`src/sv/fmp_pkg.sv`:
```
// Types and constants of the FLAC metadata parser.
package fmp_pkg;

  typedef enum logic [3:0] {
    PH_MAGIC  = 4'd0,
    PH_HEADER = 4'd1,
    PH_SKIP   = 4'd2,
    PH_INFO   = 4'd3,
    PH_VLEN   = 4'd4,
    PH_VSKIP  = 4'd5,
    PH_COUNT  = 4'd6,
    PH_FLEN   = 4'd7,
    PH_NAME   = 4'd8,
    PH_VALUE  = 4'd9,
    PH_DONE   = 4'd10
  } phase_e;

  localparam logic [31:0] MAGIC_WORD = 32'h664C6143;
  localparam logic [23:0] SIZE_CAP   = 24'h100000;
  localparam int          NUM_TAGS   = 10;
  localparam int          DATE_TAG   = 5;
  localparam int          DATE_LIMIT = 31;

  localparam logic [3:0] KIND_RATE     = 4'd0;
  localparam logic [3:0] KIND_CHANNELS = 4'd1;
  localparam logic [3:0] KIND_BITS     = 4'd2;
  localparam logic [3:0] KIND_SAMPLES  = 4'd3;
  localparam logic [3:0] KIND_DURATION = 4'd4;
  localparam logic [3:0] KIND_TAG_BASE = 4'd5;
  localparam logic [3:0] KIND_STATUS   = 4'd15;

  localparam logic [7:0] CHAR_EQ   = 8'h3D;
  localparam logic [7:0] CHAR_0    = 8'h30;
  localparam logic [7:0] CHAR_9    = 8'h39;
  localparam logic [7:0] CHAR_LA   = 8'h61;
  localparam logic [7:0] CHAR_LZ   = 8'h7A;
  localparam logic [7:0] CASE_DIFF = 8'h20;

  // Tag names, right-justified in 11 characters.
  localparam logic [87:0] TAG_TEXT [NUM_TAGS] = '{
    88'("TITLE"), 88'("ARTIST"), 88'("ALBUM"), 88'("ALBUMARTIST"), 88'("GENRE"),
    88'("DATE"), 88'("TRACKNUMBER"), 88'("TRACKTOTAL"), 88'("DISCNUMBER"),
    88'("DISCTOTAL")
  };
  localparam logic [4:0] TAG_LEN [NUM_TAGS] = '{
    5'd5, 5'd6, 5'd5, 5'd11, 5'd5, 5'd4, 5'd11, 5'd10, 5'd10, 5'd9
  };

  // Character at position pos of tag t; valid only when pos < TAG_LEN[t].
  function automatic logic [7:0] tag_char(input int t, input logic [4:0] pos);
    int k;
    k = int'(TAG_LEN[t]) - 1 - int'(pos);
    if (k < 0) begin
      k = 0;
    end
    return TAG_TEXT[t][8*k +: 8];
  endfunction

  // Commands from controller to datapath.
  typedef struct packed {
    logic       load;
    logic       div_start;
    logic       pop;
    logic [2:0] idx;
  } fmp_cmd_t;

  // Status from datapath to controller.
  typedef struct packed {
    logic [1:0] step_nres;
    logic       step_info;
    logic       div_done;
    logic       out_free;
    logic [2:0] nres;
  } fmp_sts_t;

endpackage

```
`src/sv/fmp_if.sv`:
```
// Stream interfaces for bytes in and results out.
interface fmp_byte_if;
  logic       valid;
  logic       ready;
  logic [7:0] data_byte;
  logic       end_marker;
  modport source (output valid, output data_byte, output end_marker, input ready);
  modport sink (input valid, input data_byte, input end_marker, output ready);
endinterface

interface fmp_result_if;
  logic        valid;
  logic        ready;
  logic [3:0]  item_kind;
  logic [31:0] item_value;
  logic        string_clear;
  logic        run_last;
  modport source (output valid, output item_kind, output item_value, output string_clear,
                  output run_last, input ready);
  modport sink (input valid, input item_kind, input item_value, input string_clear,
                input run_last, output ready);
endinterface

```
`src/sv/fmp_div.sv`:
```
// Restoring divider for the duration: one quotient bit per cycle.
module fmp_div (
  input  logic        clk_i,
  input  logic        rst_ni,
  input  logic        start_i,
  input  logic [45:0] dividend_i,
  input  logic [19:0] divisor_i,
  output logic        done_o,
  output logic [31:0] quot_o
);

  logic        busy_q;
  logic [5:0]  cnt_q;
  logic [45:0] num_q;
  logic [19:0] rem_q;
  logic [19:0] den_q;
  logic [31:0] quot_q;
  logic        done_q;
  logic [20:0] trial;
  logic        fits;

  // Shift one dividend bit into the partial remainder
  assign trial = {rem_q, num_q[45]};
  assign fits  = trial >= {1'b0, den_q};

  // Control: count through all dividend bits
  always_ff @(posedge clk_i or negedge rst_ni) begin
    if (!rst_ni) begin
      busy_q <= 1'b0;
      cnt_q  <= '0;
      done_q <= 1'b0;
    end else begin
      done_q <= 1'b0;
      if (start_i) begin
        busy_q <= 1'b1;
        cnt_q  <= 6'd45;
      end else if (busy_q) begin
        if (cnt_q == '0) begin
          busy_q <= 1'b0;
          done_q <= 1'b1;
        end else begin
          cnt_q <= cnt_q - 6'd1;
        end
      end
    end
  end

  // Data: subtract when the divisor fits, keep low quotient bits
  always_ff @(posedge clk_i) begin
    if (start_i) begin
      num_q  <= dividend_i;
      den_q  <= divisor_i;
      rem_q  <= '0;
      quot_q <= '0;
    end else if (busy_q) begin
      num_q  <= {num_q[44:0], 1'b0};
      rem_q  <= fits ? 20'(trial - {1'b0, den_q}) : trial[19:0];
      quot_q <= {quot_q[30:0], fits};
    end
  end

  assign done_o = done_q;
  assign quot_o = quot_q;

endmodule

```
`src/sv/fmp_dp.sv`:
```
// Datapath: parse state, per-byte update, result slots, divider and output register.
module fmp_dp #(
  parameter int STRING_LIMIT = 256
) (
  input  logic              clk_i,
  input  logic              rst_ni,
  input  fmp_pkg::fmp_cmd_t cmd_i,
  output fmp_pkg::fmp_sts_t sts_o,
  input  logic [7:0]        data_byte_i,
  input  logic              end_marker_i,
  input  logic              out_ready_i,
  output logic              out_valid_o,
  output logic [3:0]        item_kind_o,
  output logic [31:0]       item_value_o,
  output logic              string_clear_o,
  output logic              run_last_o
);

  localparam int VLW = (STRING_LIMIT > 2) ? $clog2(STRING_LIMIT) : 1;
  localparam logic [VLW-1:0] STR_LIM  = VLW'(STRING_LIMIT - 1);
  localparam logic [VLW-1:0] DATE_LIM =
      VLW'((STRING_LIMIT - 1 > fmp_pkg::DATE_LIMIT) ? fmp_pkg::DATE_LIMIT : STRING_LIMIT - 1);

  fmp_pkg::phase_e ph_q, ph_d;
  logic [23:0]    off_q, off_d;
  logic [23:0]    bl_q, bl_d;
  logic [6:0]     bk_q, bk_d;
  logic           fb_q, fb_d;
  logic [63:0]    wg_q, wg_d;
  logic [31:0]    cl_q, cl_d;
  logic [31:0]    fl_q, fl_d;
  logic [9:0]     flg_q, flg_d;
  logic [4:0]     nl_q, nl_d;
  logic [VLW-1:0] vl_q, vl_d;
  logic [31:0]    na_q, na_d;
  logic           ds_q, ds_d;
  logic           mf_q, mf_d;

  logic [3:0]  rk_q [2];
  logic [31:0] rv_q [2];
  logic        rc_q [2];
  logic [3:0]  rk_d [2];
  logic [31:0] rv_d [2];
  logic        rc_d [2];
  logic [1:0]  nres_d;
  logic        info_d;
  logic [2:0]  nres_q;
  logic        info_q;

  logic        ov_q;
  logic [3:0]  ok_q;
  logic [31:0] oval_q;
  logic        oc_q;
  logic        ol_q;

  logic        div_done;
  logic [31:0] div_quot;
  logic [35:0] total;
  logic [45:0] prod;

  // Lowest set flag selects the tag
  function automatic logic [4:0] find_tag(input logic [9:0] f);
    logic [4:0] r;
    r = 5'h1F;
    for (int t = fmp_pkg::NUM_TAGS - 1; t >= 0; t--) begin
      if (f[t]) begin
        r = 5'(t);
      end
    end
    return r;
  endfunction

  // Per-byte update of the parse state and its results
  always_comb begin
    logic [7:0]  b;
    logic [23:0] idx;
    logic [23:0] rem;
    logic        got;
    logic [4:0]  tg;
    logic        tv;
    logic [9:0]  sel;
    logic [7:0]  c;
    logic        dig;
    ph_d = ph_q; off_d = off_q; bl_d = bl_q; bk_d = bk_q; fb_d = fb_q; wg_d = wg_q;
    cl_d = cl_q; fl_d = fl_q; flg_d = flg_q; nl_d = nl_q; vl_d = vl_q; na_d = na_q;
    ds_d = ds_q; mf_d = mf_q;
    rk_d = rk_q; rv_d = rv_q; rc_d = rc_q;
    nres_d = '0;
    info_d = 1'b0;
    b = data_byte_i;
    idx = '0; rem = '0; got = 1'b0; sel = '0; c = '0; dig = 1'b0;
    tg = find_tag(flg_q);
    tv = (tg != 5'h1F);
    if (end_marker_i) begin
      // Flush a pending number, then report status and restart
      if (ph_q == fmp_pkg::PH_VALUE && tv && tg > 5'(fmp_pkg::DATE_TAG) && !ds_q) begin
        rk_d[0] = fmp_pkg::KIND_TAG_BASE + tg[3:0]; rv_d[0] = na_q; rc_d[0] = 1'b0;
        nres_d = 2'd1;
      end
      rk_d[nres_d[0]] = fmp_pkg::KIND_STATUS;
      rv_d[nres_d[0]] = {31'd0, mf_q || ph_q == fmp_pkg::PH_MAGIC};
      rc_d[nres_d[0]] = 1'b0;
      nres_d = nres_d + 2'd1;
      ph_d = fmp_pkg::PH_MAGIC; off_d = '0; bl_d = '0; bk_d = '0; fb_d = 1'b0; wg_d = '0;
      cl_d = '0; fl_d = '0; flg_d = '1; nl_d = '0; vl_d = '0; na_d = '0; ds_d = 1'b0;
      mf_d = 1'b0;
    end else begin
      case (ph_q)
        fmp_pkg::PH_MAGIC, fmp_pkg::PH_HEADER: begin
          wg_d = {32'd0, wg_q[23:0], b};
          if (nl_q == 5'd3) begin
            nl_d = '0;
            got = 1'b1;
          end else begin
            nl_d = nl_q + 5'd1;
          end
          if (got && ph_q == fmp_pkg::PH_MAGIC) begin
            if (wg_d[31:0] == fmp_pkg::MAGIC_WORD) begin
              ph_d = fmp_pkg::PH_HEADER;
            end else begin
              mf_d = 1'b1;
              ph_d = fmp_pkg::PH_DONE;
            end
            wg_d = '0;
          end else if (got) begin
            fb_d = wg_d[31];
            bk_d = wg_d[30:24];
            bl_d = wg_d[23:0];
            off_d = '0;
            nl_d = '0;
            wg_d = '0;
            if (bl_d == '0) begin
              ph_d = fb_d ? fmp_pkg::PH_DONE : fmp_pkg::PH_HEADER;
            end else if (bl_d >= fmp_pkg::SIZE_CAP) begin
              ph_d = fmp_pkg::PH_SKIP;
            end else if (bk_d == 7'd0) begin
              ph_d = fmp_pkg::PH_INFO;
            end else if (bk_d == 7'd4 && bl_d >= 24'd8) begin
              ph_d = fmp_pkg::PH_VLEN;
            end else begin
              ph_d = fmp_pkg::PH_SKIP;
            end
          end
        end
        fmp_pkg::PH_SKIP, fmp_pkg::PH_INFO, fmp_pkg::PH_VLEN, fmp_pkg::PH_VSKIP,
        fmp_pkg::PH_COUNT, fmp_pkg::PH_FLEN, fmp_pkg::PH_NAME, fmp_pkg::PH_VALUE: begin
          idx = off_q;
          off_d = off_q + 24'd1;
          rem = (bl_q >= off_d) ? bl_q - off_d : '0;
          // Little-endian word gather for length and count fields
          if (ph_q == fmp_pkg::PH_VLEN || ph_q == fmp_pkg::PH_COUNT ||
              ph_q == fmp_pkg::PH_FLEN) begin
            wg_d = {32'd0, b, wg_q[31:8]};
            if (nl_q == 5'd3) begin
              nl_d = '0;
              got = 1'b1;
            end else begin
              nl_d = nl_q + 5'd1;
            end
          end
          case (ph_q)
            fmp_pkg::PH_INFO: begin
              if (idx >= 24'd10 && idx <= 24'd17) begin
                wg_d = {wg_q[55:0], b};
              end
              if (idx == 24'd17 && bl_q >= 24'd18) begin
                info_d = 1'b1;
              end
            end
            fmp_pkg::PH_VLEN: begin
              if (got) begin
                fl_d = wg_d[31:0];
                if (fl_d > {8'd0, rem}) begin
                  ph_d = fmp_pkg::PH_SKIP;
                end else if (fl_d == '0) begin
                  nl_d = '0;
                  ph_d = (rem < 24'd4) ? fmp_pkg::PH_SKIP : fmp_pkg::PH_COUNT;
                end else begin
                  ph_d = fmp_pkg::PH_VSKIP;
                end
              end
            end
            fmp_pkg::PH_VSKIP: begin
              fl_d = fl_q - 32'd1;
              if (fl_d == '0) begin
                nl_d = '0;
                ph_d = (rem < 24'd4) ? fmp_pkg::PH_SKIP : fmp_pkg::PH_COUNT;
              end
            end
            fmp_pkg::PH_COUNT: begin
              if (got) begin
                cl_d = wg_d[31:0];
                nl_d = '0;
                ph_d = (cl_d == '0 || rem < 24'd4) ? fmp_pkg::PH_SKIP : fmp_pkg::PH_FLEN;
              end
            end
            fmp_pkg::PH_FLEN: begin
              if (got) begin
                fl_d = wg_d[31:0];
                if (fl_d > {8'd0, rem}) begin
                  ph_d = fmp_pkg::PH_SKIP;
                end else if (fl_d == '0) begin
                  cl_d = cl_q - 32'd1;
                  nl_d = '0;
                  ph_d = (cl_d == '0 || rem < 24'd4) ? fmp_pkg::PH_SKIP : fmp_pkg::PH_FLEN;
                end else begin
                  ph_d = fmp_pkg::PH_NAME;
                  nl_d = '0;
                  flg_d = '1;
                end
              end
            end
            fmp_pkg::PH_NAME: begin
              fl_d = fl_q - 32'd1;
              if (b == fmp_pkg::CHAR_EQ) begin
                // Keep the tag whose length matches the name
                if (nl_q != '0) begin
                  for (int t = 0; t < fmp_pkg::NUM_TAGS; t++) begin
                    if (flg_q[t] && fmp_pkg::TAG_LEN[t] == nl_q) begin
                      sel = 10'(1) << t;
                    end
                  end
                end
                flg_d = sel;
                vl_d = '0;
                na_d = '0;
                ds_d = 1'b0;
                ph_d = fmp_pkg::PH_VALUE;
                tg = find_tag(sel);
                tv = (tg != 5'h1F);
                if (tv && tg <= 5'(fmp_pkg::DATE_TAG)) begin
                  rk_d[0] = fmp_pkg::KIND_TAG_BASE + tg[3:0]; rv_d[0] = '0; rc_d[0] = 1'b1;
                  nres_d = 2'd1;
                end
                if (fl_d == '0) begin
                  if (tv && tg > 5'(fmp_pkg::DATE_TAG)) begin
                    rk_d[0] = fmp_pkg::KIND_TAG_BASE + tg[3:0]; rv_d[0] = '0; rc_d[0] = 1'b0;
                    nres_d = 2'd1;
                    ds_d = 1'b1;
                  end
                  cl_d = cl_q - 32'd1;
                  nl_d = '0;
                  ph_d = (cl_d == '0 || rem < 24'd4) ? fmp_pkg::PH_SKIP : fmp_pkg::PH_FLEN;
                end
              end else begin
                // Drop tags that no longer match, ignoring case
                c = (b >= fmp_pkg::CHAR_LA && b <= fmp_pkg::CHAR_LZ) ? b - fmp_pkg::CASE_DIFF : b;
                for (int t = 0; t < fmp_pkg::NUM_TAGS; t++) begin
                  if (nl_q >= fmp_pkg::TAG_LEN[t] || c != fmp_pkg::tag_char(t, nl_q)) begin
                    flg_d[t] = 1'b0;
                  end
                end
                if (nl_q < 5'd31) begin
                  nl_d = nl_q + 5'd1;
                end
                if (fl_d == '0) begin
                  cl_d = cl_q - 32'd1;
                  nl_d = '0;
                  ph_d = (cl_d == '0 || rem < 24'd4) ? fmp_pkg::PH_SKIP : fmp_pkg::PH_FLEN;
                end
              end
            end
            fmp_pkg::PH_VALUE: begin
              fl_d = fl_q - 32'd1;
              dig = (b >= fmp_pkg::CHAR_0 && b <= fmp_pkg::CHAR_9);
              if (tv && tg <= 5'(fmp_pkg::DATE_TAG)) begin
                if (vl_q < ((tg == 5'(fmp_pkg::DATE_TAG)) ? DATE_LIM : STR_LIM)) begin
                  rk_d[0] = fmp_pkg::KIND_TAG_BASE + tg[3:0]; rv_d[0] = {24'd0, b};
                  rc_d[0] = 1'b0;
                  nres_d = 2'd1;
                  vl_d = vl_q + VLW'(1);
                end
              end else if (tv && !ds_q) begin
                if (vl_q < STR_LIM && dig) begin
                  na_d = (na_q << 3) + (na_q << 1) + {24'd0, b - fmp_pkg::CHAR_0};
                  vl_d = vl_q + VLW'(1);
                end
                if (!(vl_q < STR_LIM && dig) || fl_d == '0) begin
                  rk_d[0] = fmp_pkg::KIND_TAG_BASE + tg[3:0]; rv_d[0] = na_d; rc_d[0] = 1'b0;
                  nres_d = 2'd1;
                  ds_d = 1'b1;
                end
              end
              if (fl_d == '0) begin
                cl_d = cl_q - 32'd1;
                nl_d = '0;
                ph_d = (cl_d == '0 || rem < 24'd4) ? fmp_pkg::PH_SKIP : fmp_pkg::PH_FLEN;
              end
            end
            default: begin
            end
          endcase
          // End of block body
          if (rem == '0) begin
            ph_d = fb_q ? fmp_pkg::PH_DONE : fmp_pkg::PH_HEADER;
            nl_d = '0;
          end
        end
        default: begin
        end
      endcase
    end
  end

  // Parse state
  always_ff @(posedge clk_i or negedge rst_ni) begin
    if (!rst_ni) begin
      ph_q <= fmp_pkg::PH_MAGIC; off_q <= '0; bl_q <= '0; bk_q <= '0; fb_q <= 1'b0;
      wg_q <= '0; cl_q <= '0; fl_q <= '0; flg_q <= '1; nl_q <= '0; vl_q <= '0;
      na_q <= '0; ds_q <= 1'b0; mf_q <= 1'b0; nres_q <= '0; info_q <= 1'b0;
    end else if (cmd_i.load) begin
      ph_q <= ph_d; off_q <= off_d; bl_q <= bl_d; bk_q <= bk_d; fb_q <= fb_d;
      wg_q <= wg_d; cl_q <= cl_d; fl_q <= fl_d; flg_q <= flg_d; nl_q <= nl_d; vl_q <= vl_d;
      na_q <= na_d; ds_q <= ds_d; mf_q <= mf_d;
      nres_q <= info_d ? 3'd5 : {1'b0, nres_d};
      info_q <= info_d;
    end
  end

  // Result slots for the accepted byte
  always_ff @(posedge clk_i) begin
    if (cmd_i.load) begin
      rk_q <= rk_d;
      rv_q <= rv_d;
      rc_q <= rc_d;
    end
  end

  // Duration: total samples times 1000 over the sample rate
  assign total = {wg_q[35:32], wg_q[31:0]};
  assign prod  = ({10'd0, total} << 10) - ({10'd0, total} << 5) + ({10'd0, total} << 3);

  fmp_div u_div (
    .clk_i      (clk_i),
    .rst_ni     (rst_ni),
    .start_i    (cmd_i.div_start),
    .dividend_i (prod),
    .divisor_i  (wg_q[63:44]),
    .done_o     (div_done),
    .quot_o     (div_quot)
  );

  // Output register: load the selected result beat
  always_ff @(posedge clk_i or negedge rst_ni) begin
    if (!rst_ni) begin
      ov_q <= 1'b0;
    end else if (cmd_i.pop) begin
      ov_q <= 1'b1;
    end else if (out_ready_i) begin
      ov_q <= 1'b0;
    end
  end

  always_ff @(posedge clk_i) begin
    if (cmd_i.pop) begin
      ol_q <= (cmd_i.idx == nres_q - 3'd1);
      oc_q <= 1'b0;
      if (info_q) begin
        case (cmd_i.idx)
          3'd0: begin ok_q <= fmp_pkg::KIND_RATE; oval_q <= {12'd0, wg_q[63:44]}; end
          3'd1: begin
            ok_q <= fmp_pkg::KIND_CHANNELS; oval_q <= {29'd0, wg_q[43:41]} + 32'd1;
          end
          3'd2: begin
            ok_q <= fmp_pkg::KIND_BITS; oval_q <= {27'd0, wg_q[40:36]} + 32'd1;
          end
          3'd3: begin ok_q <= fmp_pkg::KIND_SAMPLES; oval_q <= wg_q[31:0]; end
          default: begin
            ok_q <= fmp_pkg::KIND_DURATION;
            oval_q <= (wg_q[63:44] == '0) ? '0 : div_quot;
          end
        endcase
      end else begin
        ok_q   <= rk_q[cmd_i.idx[0]];
        oval_q <= rv_q[cmd_i.idx[0]];
        oc_q   <= rc_q[cmd_i.idx[0]];
      end
    end
  end

  assign sts_o.step_nres = nres_d;
  assign sts_o.step_info = info_d;
  assign sts_o.div_done  = div_done;
  assign sts_o.out_free  = !ov_q || out_ready_i;
  assign sts_o.nres      = nres_q;

  assign out_valid_o    = ov_q;
  assign item_kind_o    = ok_q;
  assign item_value_o   = oval_q;
  assign string_clear_o = oc_q;
  assign run_last_o     = ol_q;

endmodule

```
`src/sv/fmp_ctrl.sv`:
```
// Controller: accept a byte, run the divider when needed, hand out result beats.
module fmp_ctrl (
  input  logic              clk_i,
  input  logic              rst_ni,
  input  logic              in_valid_i,
  output logic              in_ready_o,
  output fmp_pkg::fmp_cmd_t cmd_o,
  input  fmp_pkg::fmp_sts_t sts_i
);

  typedef enum logic [1:0] {
    S_IDLE,
    S_DIV_GO,
    S_DIV_WAIT,
    S_EMIT
  } state_e;

  state_e     state_q;
  logic [2:0] idx_q;
  logic       accept;
  logic       pop;

  assign in_ready_o = (state_q == S_IDLE);
  assign accept     = in_valid_i && in_ready_o;
  assign pop        = (state_q == S_EMIT) && sts_i.out_free;

  assign cmd_o.load      = accept;
  assign cmd_o.div_start = (state_q == S_DIV_GO);
  assign cmd_o.pop       = pop;
  assign cmd_o.idx       = idx_q;

  // Sequence one byte through its results
  always_ff @(posedge clk_i or negedge rst_ni) begin
    if (!rst_ni) begin
      state_q <= S_IDLE;
      idx_q   <= '0;
    end else begin
      case (state_q)
        S_IDLE: begin
          idx_q <= '0;
          if (accept) begin
            if (sts_i.step_info) begin
              state_q <= S_DIV_GO;
            end else if (sts_i.step_nres != '0) begin
              state_q <= S_EMIT;
            end
          end
        end
        S_DIV_GO: begin
          state_q <= S_DIV_WAIT;
        end
        S_DIV_WAIT: begin
          if (sts_i.div_done) begin
            state_q <= S_EMIT;
          end
        end
        S_EMIT: begin
          if (pop) begin
            if (idx_q == sts_i.nres - 3'd1) begin
              state_q <= S_IDLE;
              idx_q   <= '0;
            end else begin
              idx_q <= idx_q + 3'd1;
            end
          end
        end
        default: begin
          state_q <= S_IDLE;
        end
      endcase
    end
  end

endmodule

```
`src/sv/flac_metadata_stream_parser.sv`:
```
// Top level of the FLAC metadata stream parser.
// Use: feed the file one byte per beat on in_ch_i (data_byte), then one beat
// with end_marker set; the parser returns to its reset state after that beat.
// Results leave on out_ch_o: item_kind, item_value, string_clear, and run_last
// on the final result caused by one input beat; a status result (kind 15) ends
// every file.
// Timing: one byte is taken at a time. A byte with n results then hands them
// out one by one while the receiver is ready, the output register holding
// each beat. The last byte of the STREAMINFO fields first runs the duration
// divider, which retires one quotient bit per cycle over the 46-bit product.
// Reset: asynchronous, active low; clears the parse state to the magic check
// and empties the output register. No clearing pass is needed.
// Stall: while the receiver holds ready low, the current beat stays on the
// port and no further input is accepted until the last result of the current
// byte has been loaded into the output register.
module flac_metadata_stream_parser #(
  parameter int STRING_LIMIT = 256
) (
  input  logic         clk_i,
  input  logic         rst_ni,
  fmp_byte_if.sink     in_ch_i,
  fmp_result_if.source out_ch_o
);

  fmp_pkg::fmp_cmd_t cmd;
  fmp_pkg::fmp_sts_t sts;

  fmp_ctrl u_ctrl (
    .clk_i      (clk_i),
    .rst_ni     (rst_ni),
    .in_valid_i (in_ch_i.valid),
    .in_ready_o (in_ch_i.ready),
    .cmd_o      (cmd),
    .sts_i      (sts)
  );

  fmp_dp #(
    .STRING_LIMIT (STRING_LIMIT)
  ) u_dp (
    .clk_i          (clk_i),
    .rst_ni         (rst_ni),
    .cmd_i          (cmd),
    .sts_o          (sts),
    .data_byte_i    (in_ch_i.data_byte),
    .end_marker_i   (in_ch_i.end_marker),
    .out_ready_i    (out_ch_o.ready),
    .out_valid_o    (out_ch_o.valid),
    .item_kind_o    (out_ch_o.item_kind),
    .item_value_o   (out_ch_o.item_value),
    .string_clear_o (out_ch_o.string_clear),
    .run_last_o     (out_ch_o.run_last)
  );

endmodule

```
`src/flat_wrapper.sv`:
```
// flat-port wrapper written by rule: the top's interface ports become plain ports
module flac_metadata_stream_parser_flat 
#(
  parameter int STRING_LIMIT = 256
)
  (clk_i, rst_ni, in_ch_i_valid, in_ch_i_data_byte, in_ch_i_end_marker, in_ch_i_ready, out_ch_o_valid, out_ch_o_item_kind, out_ch_o_item_value, out_ch_o_string_clear, out_ch_o_run_last, out_ch_o_ready);
  fmp_byte_if in_ch_i_i ();
  fmp_result_if out_ch_o_i ();
  input  logic clk_i;
  input  logic rst_ni;
  input wire logic [$bits(in_ch_i_i.valid)-1:0] in_ch_i_valid;
  input wire logic [$bits(in_ch_i_i.data_byte)-1:0] in_ch_i_data_byte;
  input wire logic [$bits(in_ch_i_i.end_marker)-1:0] in_ch_i_end_marker;
  output wire logic [$bits(in_ch_i_i.ready)-1:0] in_ch_i_ready;
  output wire logic [$bits(out_ch_o_i.valid)-1:0] out_ch_o_valid;
  output wire logic [$bits(out_ch_o_i.item_kind)-1:0] out_ch_o_item_kind;
  output wire logic [$bits(out_ch_o_i.item_value)-1:0] out_ch_o_item_value;
  output wire logic [$bits(out_ch_o_i.string_clear)-1:0] out_ch_o_string_clear;
  output wire logic [$bits(out_ch_o_i.run_last)-1:0] out_ch_o_run_last;
  input wire logic [$bits(out_ch_o_i.ready)-1:0] out_ch_o_ready;
  assign in_ch_i_i.valid = in_ch_i_valid;
  assign in_ch_i_i.data_byte = in_ch_i_data_byte;
  assign in_ch_i_i.end_marker = in_ch_i_end_marker;
  assign in_ch_i_ready = in_ch_i_i.ready;
  assign out_ch_o_valid = out_ch_o_i.valid;
  assign out_ch_o_item_kind = out_ch_o_i.item_kind;
  assign out_ch_o_item_value = out_ch_o_i.item_value;
  assign out_ch_o_string_clear = out_ch_o_i.string_clear;
  assign out_ch_o_run_last = out_ch_o_i.run_last;
  assign out_ch_o_i.ready = out_ch_o_ready;
  flac_metadata_stream_parser #(.STRING_LIMIT(STRING_LIMIT)) u_core (.clk_i(clk_i), .rst_ni(rst_ni), .in_ch_i(in_ch_i_i), .out_ch_o(out_ch_o_i));
endmodule
```
`config.mk`:
```
export PLATFORM = sky130hd
export DESIGN_NAME = flac_metadata_stream_parser_flat
export DESIGN_NICKNAME = d
export VERILOG_FILES = /design/src/sv/fmp_pkg.sv /design/src/sv/fmp_if.sv /design/src/sv/fmp_div.sv /design/src/sv/fmp_dp.sv /design/src/sv/fmp_ctrl.sv /design/src/sv/flac_metadata_stream_parser.sv /design/src/flat_wrapper.sv
export SDC_FILE = /design/constraint.sdc
export NUM_CORES = 2
export LEC_CHECK = 0
export CAP_MARGIN = 20
export CORE_MARGIN = 3
export CORE_UTILIZATION = 29
export CTS_CLUSTER_SIZE = 30
export DETAILED_ROUTE_END_ITERATION = 7
export DONT_BUFFER_PORTS = 1
export MAX_ROUTING_LAYER = met4
export SYNTH_ARGS = -nofsm -noshare
export SYNTH_HDL_FRONTEND = slang
export SYNTH_SLANG_ARGS = --single-unit
export TNS_END_PERCENT = 30
```
`constraint.sdc`:
```
create_clock -name clk_i -period 16.8 [get_ports clk_i]
set_clock_uncertainty 0.2 [all_clocks]
set_input_delay 2.52 -clock clk_i [delete_from_list [all_inputs] [get_ports clk_i]]
set_output_delay 2.52 -clock clk_i [all_outputs]
set_load 0.01 [all_outputs]
```
==> out/metrics.csv <==
stage,metric,value,unit
run_status,status,finished with violations,
run_status,violations,max-slew violations,
power_and_ir_drop,switching_power,0.549,mW
timing,slew_viol_final,67,
grt,grt_overflow,0,
grt,antenna_found_initial,1,
setup_path,max_stage_delay,0.81,ns
die,io_pins,53,
placed_design,gp_congestion,0.961,
logic_synthesis,synth_commonest_cells,"392 x nand2_1, 388 x nor2_1, 383 x o21ai_0",
placed_design,post-place-ws,8.16,ns
timing,fin_ws,8.06,ns
power_and_ir_drop,ir_worst_vdd,0.0889,mV
layout,drive_gt1_share,6.29,%
die,initial_core_util,29.4,%
logic_synthesis,ys_top_cells_by_area,"dfrtp_1 17%, edfxtp_1 12%, ha_1 8.6%, o21ai_0 5.4%, nand2_1 4.1%",
layout,finalNonFillerCells,5799,
timing,whs,0.278,ns
setup_path,critPathRequiredTime,17.10,ns
power_and_ir_drop,p_comb_share,2.0,%
grt,grtUsageTotal,18.9,%
logic_synthesis,yosys_register_bits,451,
logic_synthesis,yosys.area.top_type,dfrtp_1,
timing,tns,0,ns
clocking,post-cts-setup-buffers,0,
setup_path,slowest_stage,nand3_1,
logic_synthesis,synthArstFlopShare,56.5,%
clocking,clock-sinks,451,
drt,dr.pass1.iters,7,
drt,antenna_left,0,
layout,area_growth,9.98,%
logic_synthesis,synth_warnings,0,
hold_path,hp-class,reg -> reg,
drt,wl,121,mm
drt,wl_per_cell,20.9,µm
job,max_cap_viol_count,0,
die,die_width,356,µm
clocking,cts_resized,0,
placed_design,dp_cells,5688,
placed_design,placed_area,0.0372,mm²
clocking,worstSkewPairLatency,0.65,ns
die,core,0.121,mm²
grt,grt_max_degree,256,
logic_synthesis,synth_edf_count,144,
timing,grt_setup_unrepaired,no,
drt,viasPerCell,5.64,
grt,grt_pass1_wl,187,mm
setup_path,cp_common_cell,and3_1,
die,dieArea,0.127,mm²
logic_synthesis,syn_area,0.0356,mm²
timing,hold_violations,0,
placed_design,place_hpwl,87.5,mm
timing,fin_crit_sh,52.1,%
logic_synthesis,netlist_instances,4255,
placed_design,port_buffers,0,
power_and_ir_drop,seqPwrFrac,47.0,%
timing,setup_viol,0,
clocking,postCtsHoldBufs,0,
clocking,clk_pin_slew,0.06,ns
drt,route.vias.total,32700,
layout,nNetsFinal,4431,
timing,slew_headroom,-7.15,%
power_and_ir_drop,internal_power,1.86,mW
logic_synthesis,yosysTopAreaCellShare,17.2,%
timing,tightest_slew,1.61,ns
setup_path,endpoint_kind,register,
clocking,clockRootBuffer,clkbuf_16,
clocking,cts_buffers,54,
clocking,cts_max_path_buffers,3,
setup_path,cp-start-kind,register,
logic_synthesis,avgSynthCellArea,8.37,µm²
clocking,tritoncts,yes,
logic_synthesis,synthFlopType,dfrtp_1,
power_and_ir_drop,clkPwrFrac,51.1,%
power_and_ir_drop,finalPower,2.41,mW
logic_synthesis,yosysSeqAreaShare,33.0,%
layout,n_fill_cell,12600,
layout,fin_area,0.0391,mm²
logic_synthesis,yosysMostFrequentCell,nand2_1,
power_and_ir_drop,p_leak,16.4,nW
timing,timing.fmax,114,MHz
drt,drtIter0Drc,3619,
power_and_ir_drop,swShare,22.8,%
timing,period_needed,8.74,ns
setup_path,criticalPathCategory,reg -> reg,
layout,utilization,32.4,%
clocking,cts_max_level,2,
power_and_ir_drop,power.density,61.6,mW/mm²
drt,remaining_drc_errors,0,
grt,grt_pass1_vias,30600,
setup_path,cp_data_arrival_time,9.04,ns
logic_synthesis,ys_types,98,
die,rows,127,
die,die_y,356,µm
logic_synthesis,syn-num-nets,4550,
setup_path,worstPathMaxFanout,24,
[worst paths after layout]
check                           slack [ns]                               from  cells past startpoint                                 end
max in group asynchronous            13.63                             rst_ni                      0  u_core.u_dp.u_div.busy_q$_DFF_PN0_
worst min register to register        0.28  u_core.u_dp.nres_q[1]$_DFFE_PN0P_                      1   u_core.u_dp.nres_q[1]$_DFFE_PN0P_
min in group asynchronous             1.45                             rst_ni                      0   u_core.u_dp.off_q[17]$_DFFE_PN0P_
worst max register to register        8.06   u_core.u_dp.off_q[0]$_DFFE_PN0P_                     28     u_core.u_dp.cl_q[0]$_DFFE_PN0P_
worst max-delay path                  8.06   u_core.u_dp.off_q[0]$_DFFE_PN0P_                     28     u_core.u_dp.cl_q[0]$_DFFE_PN0P_
worst min-delay path                  0.28  u_core.u_dp.nres_q[1]$_DFFE_PN0P_                      1   u_core.u_dp.nres_q[1]$_DFFE_PN0P_
[per-layer routing]
| metal | vias up | GRT usage, % | share of wire (%) |
|---|---|---|---|
| li1 | 15400 | - | - |
| met3 | 241 | 2.94 | 7.2 |
| met2 | 1163 | 28.4 | 44 |
| met4 | 0 | 5.80 | 3.5 |
| met1 | 15900 | 26.1 | 45 |
| met5 | - | - | 0 |
[cells in the final DEF (no fill, tap or decap), types with 32 or more instances in the layout]
cell       Yosys  final
nor4_1        62     62
nor2_1       388    383
xor2_1        56     56
dfrtp_1      245    244
a22o_1        77     77
o21a_1        32     32
o22ai_1       37     37
buf_4          4     59
edfxtp_1     144    144
a31oi_1       52     51
nor3_1       119    119
a22oi_1       54     54
ha_1         245    244
nand3_1      104    104
o31ai_1       65     65
a21oi_1      265    263
o21ai_0      383    381
nand4_1       52     52
or3_1         33     33
mux2_2        36     36
nor2b_1       41     41
mux2i_1       71     71
nand2_1      392    392
a21o_1        72     72
and3_1        47     47
a211oi_1      53     53
inv_1        241    241
nand2b_1      41     41
dfxtp_1       52     52
xnor2_1       99     99
clkbuf_16      0     54
fa_1          37     37
[state kept, by name (all words and copies together) (netlist names), 32 cells and up, named ones only]
register,flops
u_core.u_dp.item_value_o,32
u_core.u_dp.wg_q,64
u_core.u_dp.u_div.num_q,43
u_core.u_dp.rv_q,33
u_core.u_dp.fl_q,32
u_core.u_dp.cl_q,32
u_core.u_dp.na_q,32
u_core.u_dp.u_div.quot_o,32
[logic make-up (layout without fill, tap and decap cells)]
logic type / after synthesis / in the layout / share of synthesized area [%]
mux: 107 / 107 / 3.14
flops: 451 / 451 / 33.0
compound gates: 1345 / 1345 / 24.5
buf+inv: 484 / 410 / 5.24
fa+ha+maj: 282 / 282 / 10.7
simple gates: 1431 / 1431 / 19.6
xor+xnor: 155 / 155 / 3.81
other cells: 0 / 6 / 0
[final cells by class]
class                           count  area [µm²]  share of cell area [%]
Timing Repair Buffer               63         531                    1.36
Multi-Input combinational cell   3320       22000                    56.3
Tap cell                         1612        2020                    5.15
Clock inverter                     26         338                   0.863
Clock buffer                       75        1520                    3.88
Sequential cell                   451       11800                    30.0
Antenna cell                        6        15.0                  0.0384
Inverter                          246         923                    2.36
[power by group through the flow]
stage | registers, mW | logic (mW) | clock network (mW)
after global placement | 1.15 | 0.0464 | 0
after detailed placement | 1.15 | 0.0467 | 0
after CTS | 1.13 | 0.0470 | 1.25
after floorplan | 1.15 | 0.0419 | 0
after global routing | 1.13 | 0.0522 | 1.30
final | 1.13 | 0.0475 | 1.23
[critical path, delay by kind of cell (launching register included)]
family,cells,cell delay (ns)
buffers and inverters,3,0.70
XOR/XNOR,1,0.18
AO/OA/AOI/OAI,11,2.99
AND/OR/NAND/NOR,11,3.46
adder cells (fa/ha/maj),2,0.63
flip-flops,1,0.43
(Power assumes the default switching activity.)
